**config.mk**
```make
export PLATFORM = sky130hd
export DESIGN_NAME = fm_tone_register_writer_flat
export DESIGN_NICKNAME = d
export VERILOG_FILES = /design/src/ftrw_pkg.sv /design/src/ftrw_channels_if.sv /design/src/ftrw_store.sv /design/src/ftrw_calc.sv /design/src/ftrw_beat_queue.sv /design/src/fm_tone_register_writer.sv /design/src/flat_wrapper.sv
export SDC_FILE = /design/constraint.sdc
export NUM_CORES = 1
export LEC_CHECK = 0
export BUFFER_PORTS_ARGS = -buffer_cell sky130_fd_sc_hd__buf_2
export CAP_MARGIN = 20
export CORE_MARGIN = 5
export CORE_UTILIZATION = 66
export CTS_BUF_LIST = sky130_fd_sc_hd__clkbuf_8
export DETAILED_ROUTE_END_ITERATION = 8
export PLACE_DENSITY_LB_ADDON = 0.05
export SLEW_MARGIN = 15
export SYNTH_ARGS = -nofsm -noshare
export SYNTH_HDL_FRONTEND = slang
export SYNTH_SLANG_ARGS = --single-unit
```
**constraint.sdc**
```tcl
create_clock -name clock -period 10.1 [get_ports clock]
set_clock_uncertainty 0.1 [all_clocks]
set_input_delay 0.505 -clock clock [delete_from_list [all_inputs] [get_ports clock]]
set_output_delay 0.505 -clock clock [all_outputs]
set_load 0.03 [all_outputs]
```
**src/ftrw_pkg.sv**
```systemverilog
// shared types, constants and address helpers for the fm tone register writer
// no dependencies
package ftrw_pkg;

   localparam int CHANNELS = 9;
   localparam int NBEATS   = 5;

   localparam logic MODE_PATCH = 1'b0;
   localparam logic MODE_TONE  = 1'b1;

   localparam logic [3:0] PIDX_MOD_CHARS = 4'd0;
   localparam logic [3:0] PIDX_CAR_CHARS = 4'd1;
   localparam logic [3:0] PIDX_CAR_KSL   = 4'd3;
   localparam logic [3:0] PIDX_FEEDBACK  = 4'd10;

   localparam logic [7:0] BASE_CHARS    = 8'h20;
   localparam logic [7:0] BASE_KSL      = 8'h40;
   localparam logic [7:0] BASE_ATTACK   = 8'h60;
   localparam logic [7:0] BASE_SUSTAIN  = 8'h80;
   localparam logic [7:0] BASE_WAVE     = 8'hE0;
   localparam logic [7:0] BASE_FEEDBACK = 8'hC0;
   localparam logic [7:0] BASE_FNUM_LO  = 8'hA0;
   localparam logic [7:0] BASE_KEY_BLK  = 8'hB0;
   localparam logic [7:0] CHARS_HI_MASK = 8'hF0;
   localparam logic [1:0] KEY_ON_PAD    = 2'b01;
   localparam logic [5:0] VOLUME_MAX    = 6'd63;

   localparam logic [3:0] GROUP_A_LAST = 4'd2;
   localparam logic [3:0] GROUP_B_LAST = 4'd5;
   localparam logic [7:0] GROUP_SKIP   = 8'd5;
   localparam logic [7:0] CAR_OFFSET   = 8'd3;

   // m must stay below 1024 * 128 * 3125 / 65536 for a block of at most 7
   localparam logic [14:0] FIT_LIMIT = 15'd6250;
   localparam int          FIT_LIMIT_INT = 6250;
   // floor(m * 65536 / 3125) = (m * ceil(2^41 / 3125)) >> 25, exact for m below 10737
   localparam logic [29:0] FNUM_RECIP = 30'd703687442;
   localparam int          FNUM_SHIFT = 25;

   typedef struct packed {
      logic        mode;
      logic [3:0]  channel;
      logic [3:0]  patch_index;
      logic [7:0]  patch_byte;
      logic [14:0] frequency;
      logic [5:0]  volume;
   } req_type;

   typedef struct packed {
      logic [1:0] scale;
      logic [7:0] mod_chars;
      logic [7:0] car_chars;
   } chan_type;

   typedef struct packed {
      logic       mod_we;
      logic       car_we;
      logic       scale_we;
      logic [3:0] channel;
      logic [7:0] data;
   } store_wr_type;

   typedef struct packed {
      logic [7:0] addr;
      logic [7:0] data;
   } beat_type;

   typedef struct packed {
      logic [2:0]                count;
      beat_type [NBEATS-1:0]     beats;
   } batch_type;

   typedef struct packed {
      logic       free;
      logic [2:0] count;
      logic [2:0] pos;
   } qstat_type;

   function automatic logic [7:0] op_base(logic [2:0] sel);
      logic [7:0] b;
      unique case (sel)
         3'd0:    b = BASE_CHARS;
         3'd1:    b = BASE_KSL;
         3'd2:    b = BASE_ATTACK;
         3'd3:    b = BASE_SUSTAIN;
         3'd4:    b = BASE_WAVE;
         default: b = BASE_CHARS;
      endcase
      return b;
   endfunction

   function automatic logic [7:0] op_addr(logic [7:0] base, logic [3:0] ch, logic car);
      logic [7:0] a;
      a = base + {4'd0, ch};
      if (ch > GROUP_A_LAST) a = a + GROUP_SKIP;
      if (ch > GROUP_B_LAST) a = a + GROUP_SKIP;
      if (car) a = a + CAR_OFFSET;
      return a;
   endfunction

endpackage

```
**src/ftrw_channels_if.sv**
```systemverilog
// valid/ready channel interfaces for command items and register write beats
// depends on nothing
interface ftrw_req_if;
   logic        valid;
   logic        ready;
   logic        mode;
   logic [3:0]  channel;
   logic [3:0]  patch_index;
   logic [7:0]  patch_byte;
   logic [14:0] frequency;
   logic [5:0]  volume;

   modport source (output valid, mode, channel, patch_index, patch_byte, frequency, volume,
                   input ready);
   modport sink   (input valid, mode, channel, patch_index, patch_byte, frequency, volume,
                   output ready);
endinterface

interface ftrw_rsp_if;
   logic       valid;
   logic       ready;
   logic [7:0] reg_addr;
   logic [7:0] reg_data;
   logic       last;

   modport source (output valid, reg_addr, reg_data, last, input ready);
   modport sink   (input valid, reg_addr, reg_data, last, output ready);
endinterface

```
**src/ftrw_store.sv**
```systemverilog
// per-channel operator characteristics and carrier level-scale bits
// depends on ftrw_pkg
module ftrw_store (
   input  logic                  clock,
   input  logic                  reset,
   input  ftrw_pkg::store_wr_type wr,
   input  logic [3:0]            rd_channel,
   output ftrw_pkg::chan_type     rd_data
);

   ftrw_pkg::chan_type entry_ff [ftrw_pkg::CHANNELS];

   always_ff @(posedge clock) begin
      if (reset) begin
         for (int i = 0; i < ftrw_pkg::CHANNELS; i++) begin
            entry_ff[i] <= '0;
         end
      end else if (wr.channel < 4'(ftrw_pkg::CHANNELS)) begin
         if (wr.mod_we)   entry_ff[wr.channel].mod_chars <= wr.data;
         if (wr.car_we)   entry_ff[wr.channel].car_chars <= wr.data;
         if (wr.scale_we) entry_ff[wr.channel].scale     <= wr.data[7:6];
      end
   end

   always_comb begin
      if (rd_channel < 4'(ftrw_pkg::CHANNELS)) begin
         rd_data = entry_ff[rd_channel];
      end else begin
         rd_data = '0;
      end
   end

endmodule

```
**src/ftrw_calc.sv**
```systemverilog
// builds the register write batch for one command and the store update it causes
// depends on ftrw_pkg
module ftrw_calc (
   input  ftrw_pkg::req_type      item,
   input  ftrw_pkg::chan_type     chan,
   output ftrw_pkg::batch_type    batch,
   output ftrw_pkg::store_wr_type wr
);

   logic        ch_ok;
   logic [1:0]  shamt;
   logic [14:0] m;
   logic        fits;
   logic [42:0] prod;
   logic [16:0] f;
   logic [2:0]  blk;
   logic [9:0]  fnum;
   logic [7:0]  mm;
   logic [7:0]  cm;

   assign ch_ok = item.channel < 4'(ftrw_pkg::CHANNELS);

   // smallest of the multipliers 1, 2, 4, 8 that brings the quotient in range
   always_comb begin
      priority if (item.frequency < ftrw_pkg::FIT_LIMIT) begin
         shamt = 2'd0;
      end else if (item.frequency < 15'(2 * ftrw_pkg::FIT_LIMIT_INT)) begin
         shamt = 2'd1;
      end else if (item.frequency < 15'(4 * ftrw_pkg::FIT_LIMIT_INT)) begin
         shamt = 2'd2;
      end else begin
         shamt = 2'd3;
      end
   end

   assign m    = item.frequency >> shamt;
   assign fits = m < ftrw_pkg::FIT_LIMIT;
   assign prod = 43'(m[12:0]) * 43'(ftrw_pkg::FNUM_RECIP);
   assign f    = prod[ftrw_pkg::FNUM_SHIFT+16:ftrw_pkg::FNUM_SHIFT];

   always_comb begin
      priority if (f[16]) blk = 3'd7;
      else if (f[15]) blk = 3'd6;
      else if (f[14]) blk = 3'd5;
      else if (f[13]) blk = 3'd4;
      else if (f[12]) blk = 3'd3;
      else if (f[11]) blk = 3'd2;
      else if (f[10]) blk = 3'd1;
      else blk = 3'd0;
   end

   assign fnum = 10'(f >> blk);
   assign mm   = {4'd0, chan.mod_chars[3:0]} << shamt;
   assign cm   = {4'd0, chan.car_chars[3:0]} << shamt;

   always_comb begin
      batch      = '0;
      wr         = '0;
      wr.channel = item.channel;
      wr.data    = item.patch_byte;
      if (ch_ok) begin
         unique case (item.mode)
            ftrw_pkg::MODE_PATCH: begin
               if (item.patch_index == ftrw_pkg::PIDX_FEEDBACK) begin
                  batch.count         = 3'd1;
                  batch.beats[0].addr = ftrw_pkg::BASE_FEEDBACK + {4'd0, item.channel};
                  batch.beats[0].data = item.patch_byte;
               end else if (item.patch_index < ftrw_pkg::PIDX_FEEDBACK) begin
                  batch.count         = 3'd1;
                  batch.beats[0].addr = ftrw_pkg::op_addr(
                     ftrw_pkg::op_base(item.patch_index[3:1]), item.channel,
                     item.patch_index[0]);
                  batch.beats[0].data = item.patch_byte;
                  wr.mod_we   = item.patch_index == ftrw_pkg::PIDX_MOD_CHARS;
                  wr.car_we   = item.patch_index == ftrw_pkg::PIDX_CAR_CHARS;
                  wr.scale_we = item.patch_index == ftrw_pkg::PIDX_CAR_KSL;
               end
            end
            ftrw_pkg::MODE_TONE: begin
               if (fits && mm[7:4] == 4'd0 && cm[7:4] == 4'd0) begin
                  batch.count         = 3'(ftrw_pkg::NBEATS);
                  batch.beats[0].addr = ftrw_pkg::op_addr(ftrw_pkg::BASE_CHARS,
                                                          item.channel, 1'b0);
                  batch.beats[0].data = (chan.mod_chars & ftrw_pkg::CHARS_HI_MASK) | mm;
                  batch.beats[1].addr = ftrw_pkg::op_addr(ftrw_pkg::BASE_CHARS,
                                                          item.channel, 1'b1);
                  batch.beats[1].data = (chan.car_chars & ftrw_pkg::CHARS_HI_MASK) | cm;
                  batch.beats[2].addr = ftrw_pkg::op_addr(ftrw_pkg::BASE_KSL,
                                                          item.channel, 1'b1);
                  batch.beats[2].data = {chan.scale, ftrw_pkg::VOLUME_MAX - item.volume};
                  batch.beats[3].addr = ftrw_pkg::BASE_FNUM_LO + {4'd0, item.channel};
                  batch.beats[3].data = fnum[7:0];
                  batch.beats[4].addr = ftrw_pkg::BASE_KEY_BLK + {4'd0, item.channel};
                  batch.beats[4].data = {ftrw_pkg::KEY_ON_PAD, blk, fnum[9:8]};
               end
            end
            default: begin
               batch = '0;
            end
         endcase
      end
   end

endmodule

```
**src/ftrw_beat_queue.sv**
```systemverilog
// result register holding one batch of register writes, sent one beat at a time
// depends on ftrw_pkg and ftrw_channels_if
module ftrw_beat_queue (
   input  logic                clock,
   input  logic                reset,
   input  logic                load,
   input  ftrw_pkg::batch_type batch,
   ftrw_rsp_if.source          rsp,
   output ftrw_pkg::qstat_type stat
);

   logic [2:0]                               count_ff, count_in;
   logic [2:0]                               pos_ff, pos_in;
   ftrw_pkg::beat_type [ftrw_pkg::NBEATS-1:0] beats_ff;
   logic                                     last_beat;
   logic                                     taken;

   assign last_beat    = pos_ff == (count_ff - 3'd1);
   assign taken        = rsp.valid && rsp.ready;
   assign rsp.valid    = count_ff != 3'd0;
   assign rsp.reg_addr = beats_ff[pos_ff].addr;
   assign rsp.reg_data = beats_ff[pos_ff].data;
   assign rsp.last     = last_beat;

   assign stat.free  = (count_ff == 3'd0) || (taken && last_beat);
   assign stat.count = count_ff;
   assign stat.pos   = pos_ff;

   always_comb begin
      count_in = count_ff;
      pos_in   = pos_ff;
      if (load) begin
         count_in = batch.count;
         pos_in   = 3'd0;
      end else if (taken) begin
         if (last_beat) begin
            count_in = 3'd0;
            pos_in   = 3'd0;
         end else begin
            pos_in = pos_ff + 3'd1;
         end
      end
   end

   always_ff @(posedge clock) begin
      if (reset) begin
         count_ff <= 3'd0;
         pos_ff   <= 3'd0;
      end else begin
         count_ff <= count_in;
         pos_ff   <= pos_in;
      end
   end

   always_ff @(posedge clock) begin
      if (load) begin
         beats_ff <= batch.beats;
      end
   end

endmodule

```
**src/fm_tone_register_writer.sv**
```systemverilog
// top level: command input register, batch builder, channel store and beat queue
// depends on ftrw_pkg, ftrw_channels_if, ftrw_store, ftrw_calc, ftrw_beat_queue
//
//   channel | dir | beat carries
//   req     | in  | mode, channel, patch_index, patch_byte, frequency, volume
//   rsp     | out | reg_addr, reg_data, last
//
// a command waits in the input register until the result register is free, then its whole batch
// is built in one pass and loaded into the result register; patch commands give one beat and
// tone commands five; items on an invalid channel or index, or tones out of range, give none
// a new command is taken every cycle while the result register frees up
// synchronous reset clears the channel store and both valid flags and holds req.ready low
// rsp stalls hold the batch; the input register fills and then req.ready drops
module fm_tone_register_writer (
   input logic        clock,
   input logic        reset,
   ftrw_req_if.sink   req,
   ftrw_rsp_if.source rsp
);

   logic                   a_valid_ff, a_valid_in;
   ftrw_pkg::req_type      a_item_ff;
   logic                   a_move;
   logic                   accept;
   ftrw_pkg::chan_type     chan;
   ftrw_pkg::batch_type    batch;
   ftrw_pkg::store_wr_type wr_raw;
   ftrw_pkg::store_wr_type wr;
   ftrw_pkg::qstat_type    qstat;

   assign a_move    = a_valid_ff && qstat.free;
   assign req.ready = !reset && (!a_valid_ff || a_move);
   assign accept    = req.valid && req.ready;

   always_comb begin
      a_valid_in = a_valid_ff;
      if (accept) begin
         a_valid_in = 1'b1;
      end else if (a_move) begin
         a_valid_in = 1'b0;
      end
   end

   always_ff @(posedge clock) begin
      if (reset) begin
         a_valid_ff <= 1'b0;
      end else begin
         a_valid_ff <= a_valid_in;
      end
   end

   always_ff @(posedge clock) begin
      if (accept) begin
         a_item_ff.mode        <= req.mode;
         a_item_ff.channel     <= req.channel;
         a_item_ff.patch_index <= req.patch_index;
         a_item_ff.patch_byte  <= req.patch_byte;
         a_item_ff.frequency   <= req.frequency;
         a_item_ff.volume      <= req.volume;
      end
   end

   always_comb begin
      wr          = wr_raw;
      wr.mod_we   = wr_raw.mod_we && a_move;
      wr.car_we   = wr_raw.car_we && a_move;
      wr.scale_we = wr_raw.scale_we && a_move;
   end

   ftrw_store u_store (
      .clock      (clock),
      .reset      (reset),
      .wr         (wr),
      .rd_channel (a_item_ff.channel),
      .rd_data    (chan)
   );

   ftrw_calc u_calc (
      .item  (a_item_ff),
      .chan  (chan),
      .batch (batch),
      .wr    (wr_raw)
   );

   ftrw_beat_queue u_queue (
      .clock (clock),
      .reset (reset),
      .load  (a_move),
      .batch (batch),
      .rsp   (rsp),
      .stat  (qstat)
   );

`ifndef SYNTH
   a_pos_in_batch: assert property (@(posedge clock) disable iff (reset)
      rsp.valid |-> (qstat.pos < qstat.count))
      else $error("beat position outside batch");

   a_batch_size: assert property (@(posedge clock) disable iff (reset)
      (qstat.count == 3'd0) || (qstat.count == 3'd1) || (qstat.count == 3'd5))
      else $error("batch size is neither one nor five beats");

   a_load_starts: assert property (@(posedge clock) disable iff (reset)
      (a_move && batch.count != 3'd0) |=> (rsp.valid && qstat.pos == 3'd0))
      else $error("loaded batch does not start at its first beat");
`endif

endmodule

```
**src/flat_wrapper.sv**
```systemverilog
// flat-port wrapper written by rule: the top's interface ports become plain ports
module fm_tone_register_writer_flat 
  (clock, reset, req_valid, req_mode, req_channel, req_patch_index, req_patch_byte, req_frequency, req_volume, req_ready, rsp_valid, rsp_reg_addr, rsp_reg_data, rsp_last, rsp_ready);
  ftrw_req_if req_i ();
  ftrw_rsp_if rsp_i ();
  input logic clock;
  input logic reset;
  input wire logic [$bits(req_i.valid)-1:0] req_valid;
  input wire logic [$bits(req_i.mode)-1:0] req_mode;
  input wire logic [$bits(req_i.channel)-1:0] req_channel;
  input wire logic [$bits(req_i.patch_index)-1:0] req_patch_index;
  input wire logic [$bits(req_i.patch_byte)-1:0] req_patch_byte;
  input wire logic [$bits(req_i.frequency)-1:0] req_frequency;
  input wire logic [$bits(req_i.volume)-1:0] req_volume;
  output wire logic [$bits(req_i.ready)-1:0] req_ready;
  output wire logic [$bits(rsp_i.valid)-1:0] rsp_valid;
  output wire logic [$bits(rsp_i.reg_addr)-1:0] rsp_reg_addr;
  output wire logic [$bits(rsp_i.reg_data)-1:0] rsp_reg_data;
  output wire logic [$bits(rsp_i.last)-1:0] rsp_last;
  input wire logic [$bits(rsp_i.ready)-1:0] rsp_ready;
  assign req_i.valid = req_valid;
  assign req_i.mode = req_mode;
  assign req_i.channel = req_channel;
  assign req_i.patch_index = req_patch_index;
  assign req_i.patch_byte = req_patch_byte;
  assign req_i.frequency = req_frequency;
  assign req_i.volume = req_volume;
  assign req_ready = req_i.ready;
  assign rsp_valid = rsp_i.valid;
  assign rsp_reg_addr = rsp_i.reg_addr;
  assign rsp_reg_data = rsp_i.reg_data;
  assign rsp_last = rsp_i.last;
  assign rsp_i.ready = rsp_ready;
  fm_tone_register_writer u_core (.clock(clock), .reset(reset), .req(req_i), .rsp(rsp_i));
endmodule
```
==> results of run 1 <==
flip-flops by register name (all words and copies together), names as in the netlist, named ones only:
register / count
u_core.u_store.entry_ff: 288
u_core.u_queue.beats_ff: 62
u_core.a_item_ff: 38
u_core.u_queue.pos_ff: 3
u_core.u_queue.count_ff: 2
u_core.a_valid_ff: 1
cell type report:
cell class / instances / area (um2)
well taps: 468 / 586
clock buffers: 63 / 867
inverters: 215 / 807
multi-input cells: 1371 / 12000
clock inverters: 52 / 253
fillers: 2462 / 9550
diodes: 1 / 2.50
repair buffers: 124 / 917
flip-flops and latches: 398 / 11900
cell usage in the layout (no fill, tap or decap), types with 21 or more instances in the layout:
cell type / count
a21oi_1: 83
and2_1: 156
buf_2: 60
buf_4: 21
clkbuf_8: 63
conb_1: 74
dlygate4sd3_1: 39
edfxtp_1: 388
fa_1: 100
ha_1: 140
inv_1: 241
mux2i_1: 41
mux4_2: 94
nand2_1: 116
nand3_1: 28
nor2_1: 133
nor3_1: 22
o21ai_0: 68
or2_2: 28
how the worst max path moves through the flow:
stage                               from                           to  slack, ns  cells after the start
detailed placement  u_core.a_item_ff[13]  u_core.u_queue.beats_ff[51]       0.56                     30
global route        u_core.a_item_ff[13]  u_core.u_queue.beats_ff[49]       0.18                     30
CTS                 u_core.a_item_ff[13]  u_core.u_queue.beats_ff[51]       0.48                     30
finish              u_core.a_item_ff[10]  u_core.u_queue.beats_ff[50]       0.74                     29
floorplan           u_core.a_item_ff[15]  u_core.u_queue.beats_ff[50]       1.68                     33
global placement    u_core.a_item_ff[13]  u_core.u_queue.beats_ff[51]       0.92                     30
critical path, delay by kind of cell, from the launching register on:
kind / cells / cell delay [ns]
AOI/OAI and AO/OA: 9 / 3.44
adders and majority gates: 6 / 2.71
buffers and inverters: 6 / 0.76
DFF: 1 / 0.47
muxes: 2 / 0.60
and+or+nand+nor: 6 / 1.08
metal layers:
| layer | wire length (um) | global-route usage [%] | part of all wire [%] |
|---|---|---|---|
| met5 | 0 | 0 | 0 |
| met4 | 1840 | 10.0 | 3.1 |
| met3 | 4270 | 4.72 | 7.1 |
| met2 | 29100 | 49.2 | 49 |
| met1 | 24500 | 40.8 | 41 |
metrics by stage:
stage / util, % / instances
floorplan: - / 2070
global placement: 69.7 / 2533
detailed placement: 69.7 / 2533
CTS: 73.8 / 2687
global route: 74.1 / 2692
finish: 74.1 / 2692
cell families (layout without fill, tap and decap cells):
family | after synthesis | in the layout
simple gates | 566 | 566
flops | 398 | 398
compound gates | 309 | 309
buf+inv | 301 | 454
fa+ha+maj | 240 | 240
mux | 149 | 149
xor+xnor | 33 | 33
other cells | 1 | 75
repair_timing:
action / in CTS / in global routing
hold buffers: 39 / 0
resized for setup: 0 / 2
endpoints found under the hold margin: 42 / 0
endpoints found under the setup margin: 0 / 8
==> metrics.txt, run 1 <==
outcome completed; first-pass GRT wire length 94,700 um; Slew Limit Fails 0; cells after synthesis 1,997; multiplexer share of the synthesized area 10.9%; Die Y 203 um; worst skew pair latency 0.68 ns; Worst-Margin Slew 1.12 ns; share of cells above drive strength 1 14.2%; unrepaired setup endpoints after global routing no; Min-Delay Path Class in2reg; CTS Buffer Depth 3; Post-CTS Setup Bufs 0; Hold Path Sink u_core.a_valid_ff; routed via count 16,414; TritonCTS Buffers 61; XOR/XNOR Fraction of Synth Area 1.17%; Netlist Area Pre-Place 24,700 um2; max incr delay on CP 0.62 ns; Crit-path slowest cell o311a_1; Post-synth top cells 388 x edfxtp_1, 214 x inv_1, 157 x and2_1; IO Count 61; Unique masters post-synth 78; Synth Warn # 0; Vias per Instance 6.10; Total Routing Usage GR 29.7%; H-tree level count 2; asr flop ratio synth 0%; max-cap violations 0; crit path DAT 9.73 ns; drt wl/cell 22.2 um; Clk pin slew, worst setup/hold paths 0.07 ns; Yosys top cell area share 47.2%; Die ar. 41,300 um2; dominant synthesized flop cell edfxtp_1; nature of the critical path endpoint flip-flop; Area Overhead vs Synth 10.4%; Final Hold Fails 0; Post-Syn Area per Cell 12.4 um2; final setup margin 0.741 ns; Remaining Overflow, GRT 0; Critical Path Start Type flip-flop; WL final 59,700 um; minimum clock period 9.36 ns; DP Worst Slack 0.558 ns; Synth Area in Adders 15.2%; initial antenna violation count 1; Yosys top cell by area edfxtp_1; # port buffers 60; flop and latch count out of synthesis 398; R2R Path Start u_core.a_item_ff[10]; GPL Wtd Cong 0.968; WHS 0.218 ns; design area 27,200 um2; Synth Area in Simple Gates 11.7%; residual antenna-violating net count after detailed routing 0; core area 36,800 um2; final setup vio count 0; worst-path maximum fanout 17; critical path type reg2reg; R2R cell count 29; Detail Placement HPWL 42,700 um; CTS tree built; most frequent cell after synthesis edfxtp_1; DRC errors left 0; Final period util 92.7%; clock root buffer master clkbuf_8; main area contributors after synthesis edfxtp_1 47%, mux4_2 8.6%, fa_1 8.1%, ha_1 7.1%, and2_1 4.0%; reg-to-reg slack, setup 0.74 ns; Crit path required time 10.47 ns; iteration count of the initial detailed-routing pass 6; Compound-Gate Fraction of Synth Area 8.28%; initial core utilization 67.1%; Seq/Total Area, Yosys 48.0%; Hold Path Stages 4; number of flops mapped to enable cells by yosys 388; Slew headroom 25.6%; total negative slack 0 ns; f_max 0.107 GHz; clock sink count 398; 1st-iter DRT viols 1,604; worst hold path startpoint rsp_ready; number of core rows 70; # nets final 2,453; vias in the first global route 16,968; capturing point of the worst reg2reg path u_core.u_queue.beats_ff[50]; Post-Place Cell Area 25,700 um2; largest net degree at the start of global routing 70; Die Span X 203 um; largest family of logic cells by synthesized area adder cells
Power of run 1 is not shown: default switching activity piles up to over one toggle a cycle in this logic, so the estimate is an artifact.
==> run 2, diff against run 1 <==
--- a/config.mk
+++ b/config.mk
@@ -5,12 +5,13 @@
 export SDC_FILE = /design/constraint.sdc
 export NUM_CORES = 1
 export LEC_CHECK = 0
-export BUFFER_PORTS_ARGS = -buffer_cell sky130_fd_sc_hd__buf_2
+export ABC_CLOCK_PERIOD_IN_PS = 10100
 export CAP_MARGIN = 20
 export CORE_MARGIN = 5
-export CORE_UTILIZATION = 66
+export CORE_UTILIZATION = 67
 export CTS_BUF_LIST = sky130_fd_sc_hd__clkbuf_8
 export DETAILED_ROUTE_END_ITERATION = 8
+export DONT_BUFFER_PORTS = 1
 export PLACE_DENSITY_LB_ADDON = 0.05
 export SLEW_MARGIN = 15
 export SYNTH_ARGS = -nofsm -noshare
==> run 2 against run 1 <==
  * Die area down 1.4%
  * Design area down 0.35%
  * Non-clock buffer count down 59
  * Utilization is 0.27 points higher
  * Critical path depth stayed put
  * Register-to-register slack barely moved
  * Largest cell class unchanged
==> metrics.txt, run 2 (synthesis results as in run 1) <==
outcome completed; Slew Limit Fails 0 (unchanged); design area 27,100 um2 (-0.35%); capturing point of the worst reg2reg path u_core.u_queue.beats_ff[49]; max incr delay on CP 0.79 ns (+0.17 ns); Vias per Instance 6.10 (about the same); TritonCTS Buffers 67 (+9.8%); total negative slack 0 ns (unchanged); Slew headroom 29.2% (+3.6 points); n_diodes 0 (-1); # nets final 2,400 (-2.2%); nature of the critical path endpoint flip-flop; worst-path maximum fanout 17 (unchanged); Final Hold Fails 0 (unchanged); commonest non-fill, non-tap cell in the layout edfxtp_1; crit path DAT 9.55 ns (-0.18 ns); vias in the first global route 16,686 (-1.7%); CTS tree built; worst skew pair latency 0.61 ns (-0.07 ns); unrepaired setup endpoints after global routing no; clock root buffer master clkbuf_8; IO Count 61 (unchanged); R2R cell count 29 (unchanged); biggest registers after layout u_core.u_store.entry_ff: 288 flops, u_core.u_queue.beats_ff: 62 flops, u_core.a_item_ff: 38 flops; Hold Path Stages 1 (-3); iteration count of the initial detailed-routing pass 5 (-1); # port buffers 0 (-100%); CTS Buffer Depth 3 (unchanged); 1st-iter DRT viols 1,314 (-18%); R2R Path Start u_core.a_item_ff[10]; Min-Delay Path Class in2reg; most frequent cells in the layout 388 x edfxtp_1, 230 x inv_1, 156 x and2_1, 140 x ha_1, 133 x nor2_1; Most flops, register u_core.u_store.entry_ff; Total Routing Usage GR 29.9% (+0.29 points); CP dominant cell by count fa_1; Die Span X 202 um (-0.71%); Clk pin slew, worst setup/hold paths 0.07 ns (about the same); Final period util 92.5% (-0.14 points); initial core utilization 67.6% (+0.48 points); DRC errors left 0 (unchanged); Die Y 202 um (-0.71%); clock sink count 398 (unchanged); drt wl/cell 22.6 um (+1.9%); residual antenna-violating net count after detailed routing 0 (unchanged); WL final 59,600 um (-0.30%); core area 36,500 um2 (-0.71%); Area Overhead vs Synth 10.0%; f_max 0.107 GHz (+0.15%); worst hold path startpoint reset; WHS 0.0776 ns (-0.141 ns); Detail Placement HPWL 43,100 um (+0.97%); reg-to-reg slack, setup 0.76 ns (about the same); initial antenna violation count 0 (-1); first-pass GRT wire length 95,000 um (+0.33%); Die ar. 40,800 um2 (-1.4%); Critical Path Start Type flip-flop; Crit path required time 10.31 ns (-0.16 ns); critical path type reg2reg; number of core rows 70 (unchanged); share of cells above drive strength 1 12.6% (-1.6 points); routed via count 16,056 (-2.2%); Crit-path slowest cell mux2i_1; GPL Wtd Cong 0.954 (-1.4%); Worst-Margin Slew 1.03 ns (-0.0833 ns); Post-Place Cell Area 25,300 um2 (-1.2%); largest net degree at the start of global routing 70 (unchanged); max FFs per register 288 (unchanged); final setup vio count 0 (unchanged); H-tree level count 3 (+1); Remaining Overflow, GRT 0 (unchanged); Hold Path Sink u_core.u_store.entry_ff[1][16]; minimum clock period 9.34 ns (-0.0145 ns); max-cap violations 0 (unchanged)
[run 2: metrics by stage]
| step | setup slack [ns] | utilization [%] | std cells |
|---|---|---|---|
| 2_1_floorplan | 1.68 | - | 2070 |
| 3_3_place_gp | 0.762 | 69.4 | 2472 |
| 3_5_place_dp | 0.516 | 69.4 | 2472 |
| 4_1_cts | 0.481 | 74.0 | 2629 |
| 5_1_grt | 0.0164 | 74.3 | 2634 |
| 6_report | 0.756 | 74.3 | 2634 |
[run 2: how the worst max path moves through the flow]
| stage | slack (ns) | to | from | cells past startpoint |
|---|---|---|---|---|
| 6_report | 0.76 | u_core.u_queue.beats_ff[49] | u_core.a_item_ff[10] | 29 |
| 5_1_grt | 0.02 | u_core.u_queue.beats_ff[49] | u_core.a_item_ff[16] | 33 |
| 4_1_cts | 0.48 | u_core.u_queue.beats_ff[49] | u_core.a_item_ff[17] | 33 |
| 3_5_place_dp | 0.52 | u_core.u_queue.beats_ff[54] | u_core.a_item_ff[13] | 30 |
| 3_3_place_gp | 0.76 | u_core.u_queue.beats_ff[50] | u_core.a_item_ff[15] | 33 |
| 2_1_floorplan | 1.68 | u_core.u_queue.beats_ff[50] | u_core.a_item_ff[15] | 33 |
[run 2: layer usage]
layer / GRT usage [%] / wire, um
met3: 5.31 / 4260
met1: 42.1 / 24600
met5: 0 / 0
met4: 8.57 / 1550
met2: 49.0 / 29200
[run 2: layout make-up]
type | count | area (um2)
sequential | 398 | 11900
fill | 2393 | 9380
inverter | 215 | 807
clock inverter | 46 | 317
clock buffer | 71 | 977
multi-input combinational | 1371 | 12000
timing repair buffer | 65 | 647
tap | 468 | 586
[run 2: worst max-delay path: cells and delay by family, from the launching register on]
family / cells / cell delay [ns]
compound gates: 13 / 3.31
fa+ha+maj: 6 / 2.78
mux: 2 / 0.97
buf+inv: 6 / 0.83
simple gates: 2 / 0.56
flops: 1 / 0.47
[run 2: what timing repair did]
| item | 4_1_cts | 5_1_grt |
|---|---|---|
| buffers inserted | 0 | 0 |
| hold buffers | 40 | 0 |
| hold endpoints to repair | 48 | 0 |
| endpoints found under the setup margin | 0 | 10 |
| gates resized for setup | 0 | 4 |
Power of run 2 is left out for the same reason.
